**src/rtl/core/diff_swerve_module_steer_drive_core_macros.svh**
```systemverilog
// ----------------------------------------------------------------------------
// Assertion macros for the differential swerve steer and drive core
// Checks compile away when SYNTHESIS is defined.
// ----------------------------------------------------------------------------
`ifndef DIFF_SWERVE_MODULE_STEER_DRIVE_CORE_MACROS_SVH
`define DIFF_SWERVE_MODULE_STEER_DRIVE_CORE_MACROS_SVH

`ifndef SYNTHESIS
// property checked at every clock edge outside reset
`define DSM_ASSERT(lbl, clk, rst_n, prop) \
  lbl: assert property (@(posedge clk) disable iff (!rst_n) prop) \
    else $error("%m: check failed");
// implication checked outside reset
`define DSM_ASSERT_IMPLY(lbl, clk, rst_n, ante, cons) \
  lbl: assert property (@(posedge clk) disable iff (!rst_n) (ante) |-> (cons)) \
    else $error("%m: implication failed");
`else
`define DSM_ASSERT(lbl, clk, rst_n, prop)
`define DSM_ASSERT_IMPLY(lbl, clk, rst_n, ante, cons)
`endif

`endif

```
**src/rtl/core/dsm_pkg.sv**
```systemverilog
// ----------------------------------------------------------------------------
// dsm_pkg
// Shared widths, constants and helper functions of the swerve module core.
// ----------------------------------------------------------------------------
package dsm_pkg;

  // serial divider: dividend and divisor widths
  localparam int unsigned DIV_NW = 48;
  localparam int unsigned DIV_DW = 21;

  // cordic datapath widths
  localparam int unsigned CRD_W  = 44;
  localparam int unsigned CRD_ZW = 27;

  // setpoint search width
  localparam int unsigned POS_W = 40;

  // config register indexes
  typedef enum logic [1:0] {
    REG_MODULE_X   = 2'd0,
    REG_MODULE_Y   = 2'd1,
    REG_MAX_RADIUS = 2'd2,
    REG_DEAD_ZONE  = 2'd3
  } reg_idx_e;

  localparam logic signed [CRD_ZW-1:0] Z_HALF_TURN = 27'sd11796480;

  function automatic logic [21:0] atan_entry(input logic [4:0] i);
    logic [21:0] r;
    case (i)
      5'd0:    r = 22'd2949120;
      5'd1:    r = 22'd1740967;
      5'd2:    r = 22'd919879;
      5'd3:    r = 22'd466945;
      5'd4:    r = 22'd234378;
      5'd5:    r = 22'd117304;
      5'd6:    r = 22'd58666;
      5'd7:    r = 22'd29335;
      5'd8:    r = 22'd14668;
      5'd9:    r = 22'd7334;
      5'd10:   r = 22'd3667;
      5'd11:   r = 22'd1833;
      5'd12:   r = 22'd917;
      5'd13:   r = 22'd458;
      5'd14:   r = 22'd229;
      5'd15:   r = 22'd115;
      5'd16:   r = 22'd57;
      5'd17:   r = 22'd29;
      5'd18:   r = 22'd14;
      5'd19:   r = 22'd7;
      5'd20:   r = 22'd4;
      5'd21:   r = 22'd2;
      5'd22:   r = 22'd1;
      default: r = 22'd0;
    endcase
    return r;
  endfunction

  // offset of each setpoint option from the base, 1/16 degree
  function automatic logic signed [14:0] opt_off(input logic [2:0] i);
    logic signed [14:0] r;
    case (i)
      3'd0:    r = -15'sd5760;
      3'd1:    r = -15'sd2880;
      3'd2:    r = 15'sd0;
      3'd3:    r = 15'sd2880;
      3'd4:    r = 15'sd5760;
      3'd5:    r = 15'sd8640;
      default: r = 15'sd0;
    endcase
    return r;
  endfunction

  function automatic logic signed [16:0] sat17(input logic signed [43:0] v);
    logic signed [16:0] r;
    if (v > 44'sd65535) begin
      r = 17'sd65535;
    end else if (v < -44'sd65536) begin
      r = -17'sd65536;
    end else begin
      r = v[16:0];
    end
    return r;
  endfunction

  function automatic logic signed [27:0] sat28(input logic signed [POS_W-1:0] v);
    logic signed [27:0] r;
    if (v > 40'sd134217727) begin
      r = 28'sd134217727;
    end else if (v < -40'sd134217728) begin
      r = -28'sd134217728;
    end else begin
      r = v[27:0];
    end
    return r;
  endfunction

  function automatic logic in_dead(input logic signed [15:0] v, input logic [14:0] dz);
    logic [16:0] a;
    a = v[15] ? 17'(-(17'(v))) : 17'(v);
    return a <= 17'(dz);
  endfunction

endpackage

```
**src/rtl/core/dsm_sdiv.sv**
```systemverilog
// ----------------------------------------------------------------------------
// dsm_sdiv
// Bit-serial signed divider, truncating toward zero, one quotient bit a cycle.
// ----------------------------------------------------------------------------
module dsm_sdiv (
  input  logic                                clk_i,
  input  logic                                rst_ni,
  input  logic                                start_i,
  input  logic signed [dsm_pkg::DIV_NW-1:0]   num_i,
  input  logic        [dsm_pkg::DIV_DW-1:0]   den_i,
  output logic                                done_o,
  output logic signed [dsm_pkg::DIV_NW-1:0]   quo_o
);
  import dsm_pkg::*;

  localparam int unsigned CW = $clog2(DIV_NW);

  logic              busy_q;
  logic              done_q;
  logic              neg_q;
  logic [CW-1:0]     cnt_q;
  logic [DIV_DW-1:0] rem_q;
  logic [DIV_DW-1:0] den_q;
  logic [DIV_NW-1:0] sh_q;
  logic [DIV_DW:0]   trial;
  logic              fits;

  assign trial = {rem_q, sh_q[DIV_NW-1]};
  assign fits  = trial >= {1'b0, den_q};

  always_ff @(posedge clk_i or negedge rst_ni) begin
    if (!rst_ni) begin
      busy_q <= 1'b0;
      done_q <= 1'b0;
      neg_q  <= 1'b0;
      cnt_q  <= '0;
      rem_q  <= '0;
      den_q  <= '0;
      sh_q   <= '0;
    end else begin
      done_q <= 1'b0;
      if (start_i) begin
        busy_q <= 1'b1;
        cnt_q  <= '0;
        rem_q  <= '0;
        den_q  <= den_i;
        neg_q  <= num_i[DIV_NW-1];
        sh_q   <= num_i[DIV_NW-1] ? DIV_NW'(-num_i) : DIV_NW'(num_i);
      end else if (busy_q) begin
        // dividend bits leave at the top, quotient bits enter at the bottom
        rem_q <= fits ? DIV_DW'(trial - {1'b0, den_q}) : trial[DIV_DW-1:0];
        sh_q  <= {sh_q[DIV_NW-2:0], fits};
        cnt_q <= cnt_q + 1'b1;
        if (cnt_q == CW'(DIV_NW - 1)) begin
          busy_q <= 1'b0;
          done_q <= 1'b1;
        end
      end
    end
  end

  assign done_o = done_q;
  assign quo_o  = neg_q ? -$signed(sh_q) : $signed(sh_q);

endmodule

```
**config.mk**
```make
export PLATFORM = sky130hd
export DESIGN_NAME = dsm_sdiv
export DESIGN_NICKNAME = d
export VERILOG_FILES = /design/src/rtl/core/diff_swerve_module_steer_drive_core_macros.svh /design/src/rtl/core/dsm_pkg.sv /design/src/rtl/core/dsm_sdiv.sv
export SDC_FILE = /design/constraint.sdc
export NUM_CORES = 1
export LEC_CHECK = 0
export ABC_CLOCK_PERIOD_IN_PS = 3500
export BUFFER_PORTS_ARGS = -buffer_cell sky130_fd_sc_hd__buf_2
export CAP_MARGIN = 30
export CORE_MARGIN = 4
export CORE_UTILIZATION = 52
export DETAILED_ROUTE_END_ITERATION = 7
export GPL_TIMING_DRIVEN = 0
export PLACE_DENSITY = 0.77
export SYNTH_ARGS = -nofsm -noshare
export SYNTH_HDL_FRONTEND = slang
export SYNTH_SLANG_ARGS = --single-unit
```
**constraint.sdc**
```tcl
create_clock -name clk_i -period 3.5 [get_ports clk_i]
set_input_delay 0.7 -clock clk_i [delete_from_list [all_inputs] [get_ports clk_i]]
set_output_delay 0.7 -clock clk_i [all_outputs]
set_load 0.03 [all_outputs]
```
==> results of run 1 <==
## routing by layer
metal,up-vias,share of wire [%],track usage (%)
li1,3456,-,-
met1,3532,43,37.4
met2,305,46,42.4
met3,56,7.5,4.10
met4,4,3.0,9.91
met5,-,0.089,0
## worst min path at each step
stage	slack (ps)	to	cells after the start
6_report	380	den_q[1]$_DFFE_PN0P_	1
5_1_grt	430	den_q[1]$_DFFE_PN0P_	1
4_1_cts	390	den_q[1]$_DFFE_PN0P_	1
3_5_place_dp	500	den_q[0]$_DFFE_PN0P_	1
3_3_place_gp	500	den_q[0]$_DFFE_PN0P_	1
2_1_floorplan	400	busy_q$_DFF_PN0_	0
## cell type report
class / instances / area, µm²
multi-input combinational: 696 / 5030
inverter: 36 / 135
timing repair buffer: 143 / 910
tap: 180 / 225
clock inverter: 3 / 15.0
sequential: 99 / 2480
clock buffer: 11 / 253
fill: 1162 / 4640
buffer: 49 / 191
## state kept, by name (all words and copies together), names as in the netlist
signal,flops
done_o,1
busy_q,1
den_q,21
neg_q,1
rem_q,21
cnt_q,6
sh_q,48
## logic make-up (layout without fill, tap and decap cells)
kind of cell / after synthesis / after routing / synth area share [%]
simple gates: 263 / 263 / 17.7
compound gates: 265 / 265 / 22.4
xor+xnor: 108 / 108 / 12.8
fa+ha+maj: 25 / 25 / 4.34
mux: 35 / 35 / 4.78
buf+inv: 85 / 242 / 4.38
flops: 99 / 99 / 33.6
## worst register-to-register path: stages (launching register included)
cell,delay [ps]
dfrtp_2,490
inv_1,80
ha_1,180
fa_1,200
nor2b_1,80
o31ai_2,270
a211oi_1,160
o31a_1,330
o31ai_2,480
clkbuf_2,370
nor3_1,110
a211oi_1,210
nor3_1,60
## report_power, final
| group | leakage [nW] | internal, mW | switching (mW) |
|---|---|---|---|
| registers | 1.22 | 1.24 | 0.126 |
| logic | 2.77 | 0.486 | 0.729 |
| clock network | 0.137 | 0.511 | 0.450 |
| total | 4.13 | 2.24 | 1.30 |
## per-stage QoR
| step | total power [mW] | std cells | TNS [ps] |
|---|---|---|---|
| 4_1_cts | 3.45 | 1209 | -5130 |
| 2_1_floorplan | 2.08 | 880 | -53.5 |
| 6_report | 3.54 | 1217 | -6900 |
| 5_1_grt | 3.67 | 1217 | -8450 |
| 3_5_place_dp | 2.42 | 1180 | -8930 |
| 3_3_place_gp | 2.40 | 1179 | -8090 |
## cells in the mapped netlist (all sizes together) (3+ instances only)
master and number:
o31ai 32, a21oi 56, nand3 7, nand4 5, o41ai 15, nand2 92
dfrtp 99, xor2 27, inv 35, nor3 19, o21ai 92, a31oi 5
or3 16, clkbuf 41, and3 3, nand2b 9, nor2b 25, or4 11
mux2i 33, ha 24, nor4 5, a21o 8, a211oi 38, buf 8
xnor2 81, or2 4, o21a 3, nor2 55
## repair_timing
action / CTS / global route
gates resized for setup: 81 / 47
endpoints found under the setup margin: 44 / 46
setup buffers: 15 / 8
pin swaps: 7 / 14
==> results by group, run 1 <==
Yosys
  – Post-Synthesis Cells: 880
  – Yosys top cell area share: 33.6%
  – Leading area contributor after synthesis: dfrtp_1
  – Register area share after synthesis: between 30% and 40%
  – Post-synthesis cell type count: 57
  – Synth Warn #: 0
  – Ys flop type: dfrtp_1
  – Ranking of synthesized cells by area: dfrtp_1 (34%), xnor2_1 (9.6%), o21ai_0 (6.2%)
  – Ys async rst share: 100%
  – Syn avg cell area: 8.38 µm²
  – Post-synth EDFFs: 0
  – Syn_nets: 977
  – Cell Area, Synth: roughly 7400 µm²
  – Flops & latches, synth: between 90 and 100

Clock tree
  – CTS tree: done
  – Cts bufs inserted: 9
  – Skew-Pair Late Insertion Delay: 350 ps
  – H-tree depth: 3
  – Reg clk slew, reported paths: roughly 70 ps
  – Root Driver: clkbuf_16
  – Hold buffers post-CTS: 0
  – Clk buf depth: 2
  – TritonCTS Sinks: 99

Run status
  – Failing checks: negative setup slack
  – Status: finished with violations

Routing
  – DRC: 0
  – DR iter-0 viols: 511
  – Antenna viol nets, final: 0
  – Final wirelength: between 20000 and 25000 µm
  – Routed length per placed instance: 18.5 µm
  – Pre-antenna DRT Iters: 5
  – DR vias: 7353
  – Routed vias/inst: 6.04

Layout
  – Most common cell after layout, fill and taps aside: buf_2
  – Ant. Diodes: 0
  – Final Core Density: 66.6%
  – Post-route design area: 9240 µm²
  – Layout net count: 1131
  – Synth-to-layout area growth: 25.2%
  – Share of layout cells above drive strength 1: 22.7%
  – Highest-count cells in the layout ignoring fill and taps: buf_2 (96), dfrtp_1 (94), nand2_1 (86)

Die
  – Row count: 43
  – Die Area: between 15000 and 20000 µm²
  – Die width: 127 µm
  – Vert. Die Dim: ~130 µm
  – Num ports: 121
  – Core area: 13900 µm²
  – Starting Density: 53.1%

STA
  – Max Clock Skew: 12.0 ps
  – Tmin final: 3950 ps
  – Setup Viol. Count Final: 20
  – Measured slew at the worst slew-check pin: 1150 ps
  – Slew HR: 23.1%
  – Final hold viol count: 0
  – Tcrit/Tclk final: 113%
  – Max Fclk: between 200 and 300 MHz
  – Final slew viol count: 0
  – Final worst hold slack: 376 ps
  – Setup ws final: -453 ps
  – RSZ-0062 raised after global routing: yes

Placed design
  – IO Port Bufs: about 120
  – Worst slack, placed: -567 ps
  – Area after DPL: 8300 µm²
  – DP Wirelength: 15600 µm
  – Final GP Congestion: 0.914

Pwr
  – P_leak: between 4 and 5 nW
  – PD cells: between 300 and 400 nW/µm²
  – Worst VDD drop: around 0.22 mV

GRT
  – Largest net degree at the start of global routing: 56
  – Number of global-route vias before repair: about 7000
  – First-pass GRT wire length: 35000 µm
  – Overall Global Routing Usage: 26.8%
  – Antenna violations before repair: 2
  – Gr ovfl total: 0

Worst hold path
  – Hold crit path type: in2async

Critical path
  – Worst endpoint required time: 2800 ps
  – Worst Setup Path Type: reg2out
  – Crit Reg-Reg Startpoint: sh_q[47]$_DFFE_PN0P_
  – Crit-path cells: or4_4 -> nor4_4 -> or3b_4 -> or3_4 -> nor2_4 -> nand2_8 -> o41ai_4 -> xnor2_2 -> buf_6
  – Crit path depth: 9
  – CP delay by family, top: simple AND/OR/NAND/NOR gates
  – Setup crit end kind: primary output
  – Slowest stage delay, CP: 570 ps
  – Worst R2R Setup Slack: 310 ps
  – Arr. time, crit path: 3250 ps
  – Crit path to: quo_o[37]
  – Worst reg2reg path endpoint: rem_q[3]$_DFFE_PN0P_
  – CP max FO: 7
  – Slowest CP cell: or4_4
  – Worst setup path start: sh_q[19]$_DFFE_PN0P_
  – Worst r2r path cells: 12
  – WP buf/inv: 1
  – CP Launch Type: register

Run
  – Max-Cap Viols: 0
Note: power is estimated with default switching activity, not from simulation.
==> run 2: changes to the inputs <==
--- a/config.mk
+++ b/config.mk
@@ -8,10 +8,10 @@
 export ABC_CLOCK_PERIOD_IN_PS = 3500
 export BUFFER_PORTS_ARGS = -buffer_cell sky130_fd_sc_hd__buf_2
 export CAP_MARGIN = 30
+export CORE_ASPECT_RATIO = 0.75
 export CORE_MARGIN = 4
 export CORE_UTILIZATION = 52
 export DETAILED_ROUTE_END_ITERATION = 7
-export GPL_TIMING_DRIVEN = 0
 export PLACE_DENSITY = 0.77
 export SYNTH_ARGS = -nofsm -noshare
 export SYNTH_HDL_FRONTEND = slang
==> run 2 against run 1 <==
Net effect:
- clock-buffer cell count unchanged
- first-iteration DRC count down 0.78%
- critical endpoint is now quo_o[47]
- routed wire length down 13%
- maximum frequency up 0.69%
- the flow still finishes with violations (negative setup slack)
- utilization up 0.17 points
- via count down 5.6%
- critical path depth down 1
==> results by group, run 2 (synthesis gave the netlist of run 1 again) <==
STA
  – RSZ-0062 raised after global routing: yes
  – Setup Viol. Count Final: 21 (+5.0%)
  – Tcrit/Tclk final: 112% (-0.77 points)
  – Measured slew at the worst slew-check pin: 871 ps (-283 ps)
  – Max Fclk: 255 MHz (+0.69%)
  – Final hold viol count: 0 (unchanged)
  – Tmin final: 3930 ps (-27.0 ps)
  – Setup ws final: -426 ps (+27.0 ps)
  – Final slew viol count: 0 (unchanged)
  – Setup tns final: -5810 ps (+1090 ps)
  – Max Clock Skew: 9.44 ps (-2.51 ps)
  – Slew HR: 41.9% (+19 points)
  – Final worst hold slack: 419 ps (+42.5 ps)

Layout
  – Max reg flops: 48 (unchanged)
  – Biggest register: sh_q
  – Regs by FF count: sh_q: 48 flops, den_q: 21 flops, rem_q: 21 flops
  – Synth-to-layout area growth: 24.8%
  – Area of the multi-input gates: 4900 µm² (-2.6%)
  – Ant. Diodes: 0 (unchanged)
  – Post-route design area: 9210 µm² (-0.37%)
  – Share of layout cells above drive strength 1: 23.9% (+1.2 points)
  – Fillers: 1107 (-4.7%)
  – Most common cell after layout, fill and taps aside: dfrtp_1
  – Highest-count cells in the layout ignoring fill and taps: dfrtp_1 (98), buf_2 (97), nand2_1 (89)
  – Sequential cell area: 2480 µm² (-0.10%)
  – Layout net count: 1117 (-1.2%)

GRT
  – Largest net degree at the start of global routing: 64 (+14%)
  – Gr ovfl total: 0 (unchanged)
  – Overall Global Routing Usage: 24.0% (-2.8 points)
  – Number of global-route vias before repair: 6425 (-8.0%)
  – First-pass GRT wire length: 32600 µm (-6.8%)
  – Antenna violations before repair: 1 (-1)

Critical path
  – Arr. time, crit path: 3230 ps (-20 ps)
  – Setup crit end kind: primary output
  – Worst Setup Path Type: reg2out
  – CP Launch Type: register
  – Worst endpoint required time: 2800 ps (about the same)
  – CP max FO: 2 (-5)

Clock tree
  – TritonCTS Sinks: 99 (unchanged)
  – Cts bufs inserted: 9 (unchanged)
  – Hold buffers post-CTS: 0 (unchanged)
  – Clk buf depth: 2 (unchanged)
  – Reg clk slew, reported paths: 60 ps (about the same)
  – Skew-Pair Late Insertion Delay: 350 ps (about the same)
  – CTS tree: done
  – Root Driver: clkbuf_16
  – H-tree depth: 3 (unchanged)

Pwr
  – Clock network power share: 31.3% (+4.2 points)
  – Switching Share: 33.8% (-3.0 points)
  – Total chip power: 3.67 mW (+3.8%)
  – Internal power component: 2.43 mW (+8.7%)
  – PD cells: 399 nW/µm² (+4.2%)
  – P_leak: 4.21 nW (+2.0%)
  – Reg power frac: 36.6% (-1.9 points)
  – Worst VDD drop: 0.247 mV (+10%)
  – Net Switching: 1.24 mW (-4.7%)
  – Comb power frac: 32.1% (-2.2 points)

Routing
  – Final wirelength: 19700 µm (-13%)
  – Max Used Layer: met5
  – WL met3: 1430 µm (-16%)
  – DR iter-0 viols: 507 (-0.78%)
  – DR vias: 6941 (-5.6%)
  – Pre-antenna DRT Iters: 4 (-1)
  – Routed metal-1 wirelength: 9810 µm (+0.63%)
  – Met2 WL: 8390 µm (-20%)
  – Antenna viol nets, final: 0 (unchanged)
  – Routed length per placed instance: 16.4 µm (-11%)
  – DRC: 0 (unchanged)
  – Routed vias/inst: 5.78 (-4.3%)

Run status
  – Status: finished with violations
  – Failing checks: negative setup slack

Die
  – Starting Density: 53.5% (+0.33 points)
  – Vert. Die Dim: 111 µm (-13%)
  – Die width: 146 µm (+14%)
  – Num ports: 121 (unchanged)
  – Row count: 37 (-14%)
  – Core area: 13800 µm² (-0.61%)
  – Die Area: 16200 µm² (+0.13%)

Worst hold path
  – Hold crit path type: in2async

Placed design
  – Worst slack, placed: -298 ps (+269 ps)
  – Final GP Congestion: 0.883 (-3.3%)
  – IO Port Bufs: 120 (+0.84%)
  – Area after DPL: 8500 µm² (+2.4%)
  – DP Wirelength: 14100 µm (-9.4%)

Run
  – Max-Cap Viols: 0 (unchanged)
-- run 2: cell count changes in the layout (fill, tap and decap cells not counted), moves of 5 or more --
cell,delta
buf_1,-7
dfrtp_2,-5
buf_4,+38
clkbuf_1,-37
buf_6,-5
-- run 2: power groups by stage --
stage                     clock network [mW]  logic (mW)  registers [mW]
after CTS                               1.17        1.15            1.34
after global placement                     0        1.08            1.35
after floorplan                            0       0.734            1.34
after global routing                    1.21        1.28            1.36
after detailed placement                   0        1.09            1.35
final                                   1.15        1.18            1.35
-- run 2: layer usage --
metal,global-route usage [%],up-vias
li1,-,3427
met1,36.6,3251
met2,34.5,251
met3,6.95,10
met4,3.23,2
met5,0,-
-- run 2: what timing repair did --
item	CTS	global route
gates cloned	0	0
setup endpoints to repair	22	24
buffers inserted	1	4
pin swaps	8	17
gates resized for setup	54	27
-- run 2: critical path, cell delays in order, from the launching register on --
cell and delay (ps):
dfrtp_1 380, or4_4 550, or3_4 350, or3_4 330
or3_1 340, or3_4 370, o31ai_4 260, xnor2_2 140
buf_6 150
-- run 2: through the flow --
step | util (%) | cells
floorplan | - | 880
global placement | 61.6 | 1179
detailed placement | 61.6 | 1179
CTS | 65.5 | 1196
global route | 66.7 | 1200
finish | 66.7 | 1200
-- run 2: area by class of cell --
type / count / area share (%)
tap: 175 / 2.38
multi-input combinational: 696 / 53.2
sequential: 99 / 27.0
clock inverter: 5 / 1.09
inverter: 36 / 1.47
clock buffer: 11 / 2.64
timing repair buffer: 178 / 12.3
-- run 2: path summary, 6_finish.rpt --
path	startpoint	endpoint	slack, ps	depth (start not counted)
worst max register to register	den_q[0]$_DFFE_PN0P_	rem_q[20]$_DFFE_PN0P_	280	10
worst min-delay path	rst_ni	den_q[7]$_DFFE_PN0P_	420	1
worst min register to register	den_q[14]$_DFFE_PN0P_	den_q[14]$_DFFE_PN0P_	530	2
max in group asynchronous	rst_ni	sh_q[23]$_DFFE_PN0P_	2290	2
worst max-delay path	sh_q[37]$_DFFE_PN0P_	quo_o[47]	-430	8
min in group clk_i	den_q[14]$_DFFE_PN0P_	den_q[14]$_DFFE_PN0P_	530	2
==> run 3: changes to the inputs <==
--- a/config.mk
+++ b/config.mk
@@ -5,7 +5,7 @@
 export SDC_FILE = /design/constraint.sdc
 export NUM_CORES = 1
 export LEC_CHECK = 0
-export ABC_CLOCK_PERIOD_IN_PS = 3500
+export ABC_CLOCK_PERIOD_IN_PS = 3600
 export BUFFER_PORTS_ARGS = -buffer_cell sky130_fd_sc_hd__buf_2
 export CAP_MARGIN = 30
 export CORE_ASPECT_RATIO = 0.75
==> constraint.sdc (replaced) <==
create_clock -name clk_i -period 3.6 [get_ports clk_i]
set_input_delay 0.72 -clock clk_i [delete_from_list [all_inputs] [get_ports clk_i]]
set_output_delay 0.72 -clock clk_i [all_outputs]
set_load 0.03 [all_outputs]
==> run 3 against run 2 <==
Net effect:
- the flow still finishes with violations (negative setup slack)
- register-to-register slack better by 20 ps
- combinational power is 6% lower
- worst setup slack better by 60 ps
- clock-buffer cell count is 2 higher
- highest routed layer unchanged
- critical endpoint unchanged
- cell area is 1.6% lower
- final cell count shrank 0.83%
- sequential share of layout area is 0.45 points higher
- worst hold slack improved by 5.4 ps
- sequential power down 3%
- die area is the same
- clock power fell by 18%
==> results by group, run 3 (synthesis gave the netlist of run 1 again) <==
Critical path
  – WP buf/inv: 1 (unchanged)
  – CP Launch Type: register
  – Crit-path cells: or4_4 -> or3_4 -> or3_4 -> or3_4 -> or3_4 -> o31ai_4 -> xnor2_1 -> buf_4
  – CP delay by family, top: simple AND/OR/NAND/NOR gates
  – CP most frequent cell: or3_4
  – Arr. time, crit path: 3250 ps (+20 ps)
  – Slowest stage delay, CP: 540 ps (about the same)
  – Worst endpoint required time: 2880 ps (+80 ps)
  – Setup crit end kind: primary output
  – Worst Setup Path Type: reg2out
  – CP max FO: 2 (unchanged)
  – Slowest CP cell: or4_4

Layout
  – Synth-to-layout area growth: 22.7%
  – Regs by FF count: sh_q: 48 flops, den_q: 21 flops, rem_q: 21 flops
  – Post-route design area: 9050 µm² (-1.6%)
  – Share of layout cells above drive strength 1: 22.5% (-1.4 points)
  – Layout net count: 1108 (-0.81%)
  – Non-filler cells, final: 1190 (-0.83%)
  – Biggest register: sh_q
  – Final Core Density: 65.6% (-1.1 points)
  – Most common cell after layout, fill and taps aside: dfrtp_1
  – Ant. Diodes: 0 (unchanged)
  – Max reg flops: 48 (unchanged)
  – Highest-count cells in the layout ignoring fill and taps: dfrtp_1 (98), buf_2 (96), nand2_1 (89)

Clock tree
  – Cts bufs inserted: 9 (unchanged)
  – CTS tree: done
  – Hold buffers post-CTS: 0 (unchanged)
  – Reg clk slew, reported paths: 60 ps (about the same)
  – Clk buf depth: 2 (unchanged)
  – Skew-Pair Late Insertion Delay: 350 ps (about the same)
  – Root Driver: clkbuf_16
  – H-tree depth: 3 (unchanged)
  – TritonCTS Sinks: 99 (unchanged)

STA
  – Slew HR: 41.0% (-0.95 points)
  – Max Clock Skew: 8.08 ps (-1.36 ps)
  – Final worst hold slack: 424 ps (+5.37 ps)
  – Final slew viol count: 0 (unchanged)
  – Tcrit/Tclk final: 110%
  – Setup Viol. Count Final: 18 (-14%)
  – Tmin final: 3970 ps
  – Final hold viol count: 0 (unchanged)
  – Max Fclk: roughly 250 MHz
  – Setup tns final: -3450 ps (+2360 ps)
  – Measured slew at the worst slew-check pin: 885 ps (+14.2 ps)
  – RSZ-0062 raised after global routing: yes
  – Setup ws final: -366 ps (+59.9 ps)

Routing
  – Final wirelength: 19400 µm (-1.9%)
  – Routed vias/inst: 5.83 (+0.74%)
  – Pre-antenna DRT Iters: 4 (unchanged)
  – Antenna viol nets, final: 0 (unchanged)
  – DR vias: 6934 (-0.10%)
  – DR iter-0 viols: 523 (+3.2%)
  – DRC: 0 (unchanged)
  – Routed length per placed instance: 16.3 µm (-1.1%)

Die
  – Starting Density: 53.5% (unchanged)
  – Num ports: 121 (unchanged)
  – Core area: 13800 µm² (unchanged)
  – Die width: 146 µm (unchanged)
  – Die Area: 16200 µm² (unchanged)
  – Row count: 37 (unchanged)
  – Vert. Die Dim: 111 µm (unchanged)

Run
  – Max-Cap Viols: 0 (unchanged)

GRT
  – First-pass GRT wire length: 31600 µm (-3.0%)
  – Largest net degree at the start of global routing: 78 (+22%)
  – Number of global-route vias before repair: 6219 (-3.2%)
  – Gr ovfl total: 0 (unchanged)
  – Overall Global Routing Usage: 23.4% (-0.63 points)
  – Antenna violations before repair: 1 (unchanged)

Worst hold path
  – Hold crit path type: in2async

Placed design
  – Area after DPL: 8380 µm² (-1.4%)
  – Final GP Congestion: 0.897 (+1.5%)
  – Post-Place Cells: 1169 (-0.85%)
  – DP Wirelength: 13700 µm (-3.3%)
  – Worst slack, placed: -199 ps (+98.8 ps)
  – IO Port Bufs: 120 (unchanged)

Pwr
  – P_leak: 4.12 nW (-2.2%)
  – Worst VDD drop: 0.270 mV (+9.5%)
  – PD cells: 370 nW/µm² (-7.2%)
  – Total chip power: 3.35 mW (-8.7%)

Run status
  – Failing checks: negative setup slack
  – Status: finished with violations
[run 3: worst paths after layout]
path                                        from                    end  slack, ps  cells past startpoint
hold reg to reg            den_q[11]$_DFFE_PN0P_  den_q[11]$_DFFE_PN0P_        530                      2
setup reg to reg            rem_q[1]$_DFFE_PN0P_   rem_q[4]$_DFFE_PN0P_        300                     10
setup / recovery            sh_q[37]$_DFFE_PN0P_              quo_o[47]       -370                      8
max in group asynchronous                 rst_ni   sh_q[18]$_DFFE_PN0P_       2470                      2
min in group clk_i         den_q[11]$_DFFE_PN0P_  den_q[11]$_DFFE_PN0P_        530                      2
hold / removal                            rst_ni   den_q[3]$_DFFE_PN0P_        420                      1
[run 3: worst register-to-register path, cell delays in order, from the launching register on]
cell and delay, ps:
dfrtp_1 400, ha_1 360, nor2b_1 180, o31ai_1 350
a211oi_1 210, o31a_1 360, o31ai_4 490, buf_4 370
and2_1 170, a31oi_1 60, a211oi_1 250
[run 3: power by group]
part / switching [mW] / leakage (nW) / internal, mW
Combinational: 0.669 / 2.76 / 0.436
Sequential: 0.103 / 1.23 / 1.20
Clock: 0.403 / 0.130 / 0.536
[run 3: repair_timing]
| item | CTS | global route |
|---|---|---|
| cloned | 0 | 0 |
| gates resized for setup | 57 | 26 |
| setup endpoints to repair | 22 | 23 |
| setup buffers | 2 | 4 |
| pin swaps | 10 | 16 |
[run 3: cell type report]
cell class	instances	area [µm²]
Fill cell	1170	4740
Timing Repair Buffer	169	1080
Sequential cell	99	2480
Inverter	36	135
Clock inverter	2	37.5
Clock buffer	13	240
Multi-Input combinational cell	696	4860
Tap cell	175	219
[run 3: metal layers]
layer | wire (µm) | GRT usage, % | vias to the layer above | share of wire (%)
li1 | - | - | 3404 | -
met2 | 7870 | 32.2 | 263 | 41
met1 | 9810 | 36.9 | 3247 | 51
met3 | 1440 | 5.19 | 18 | 7.4
met4 | 223 | 5.25 | 2 | 1.2
met5 | 7 | 0 | - | 0.036
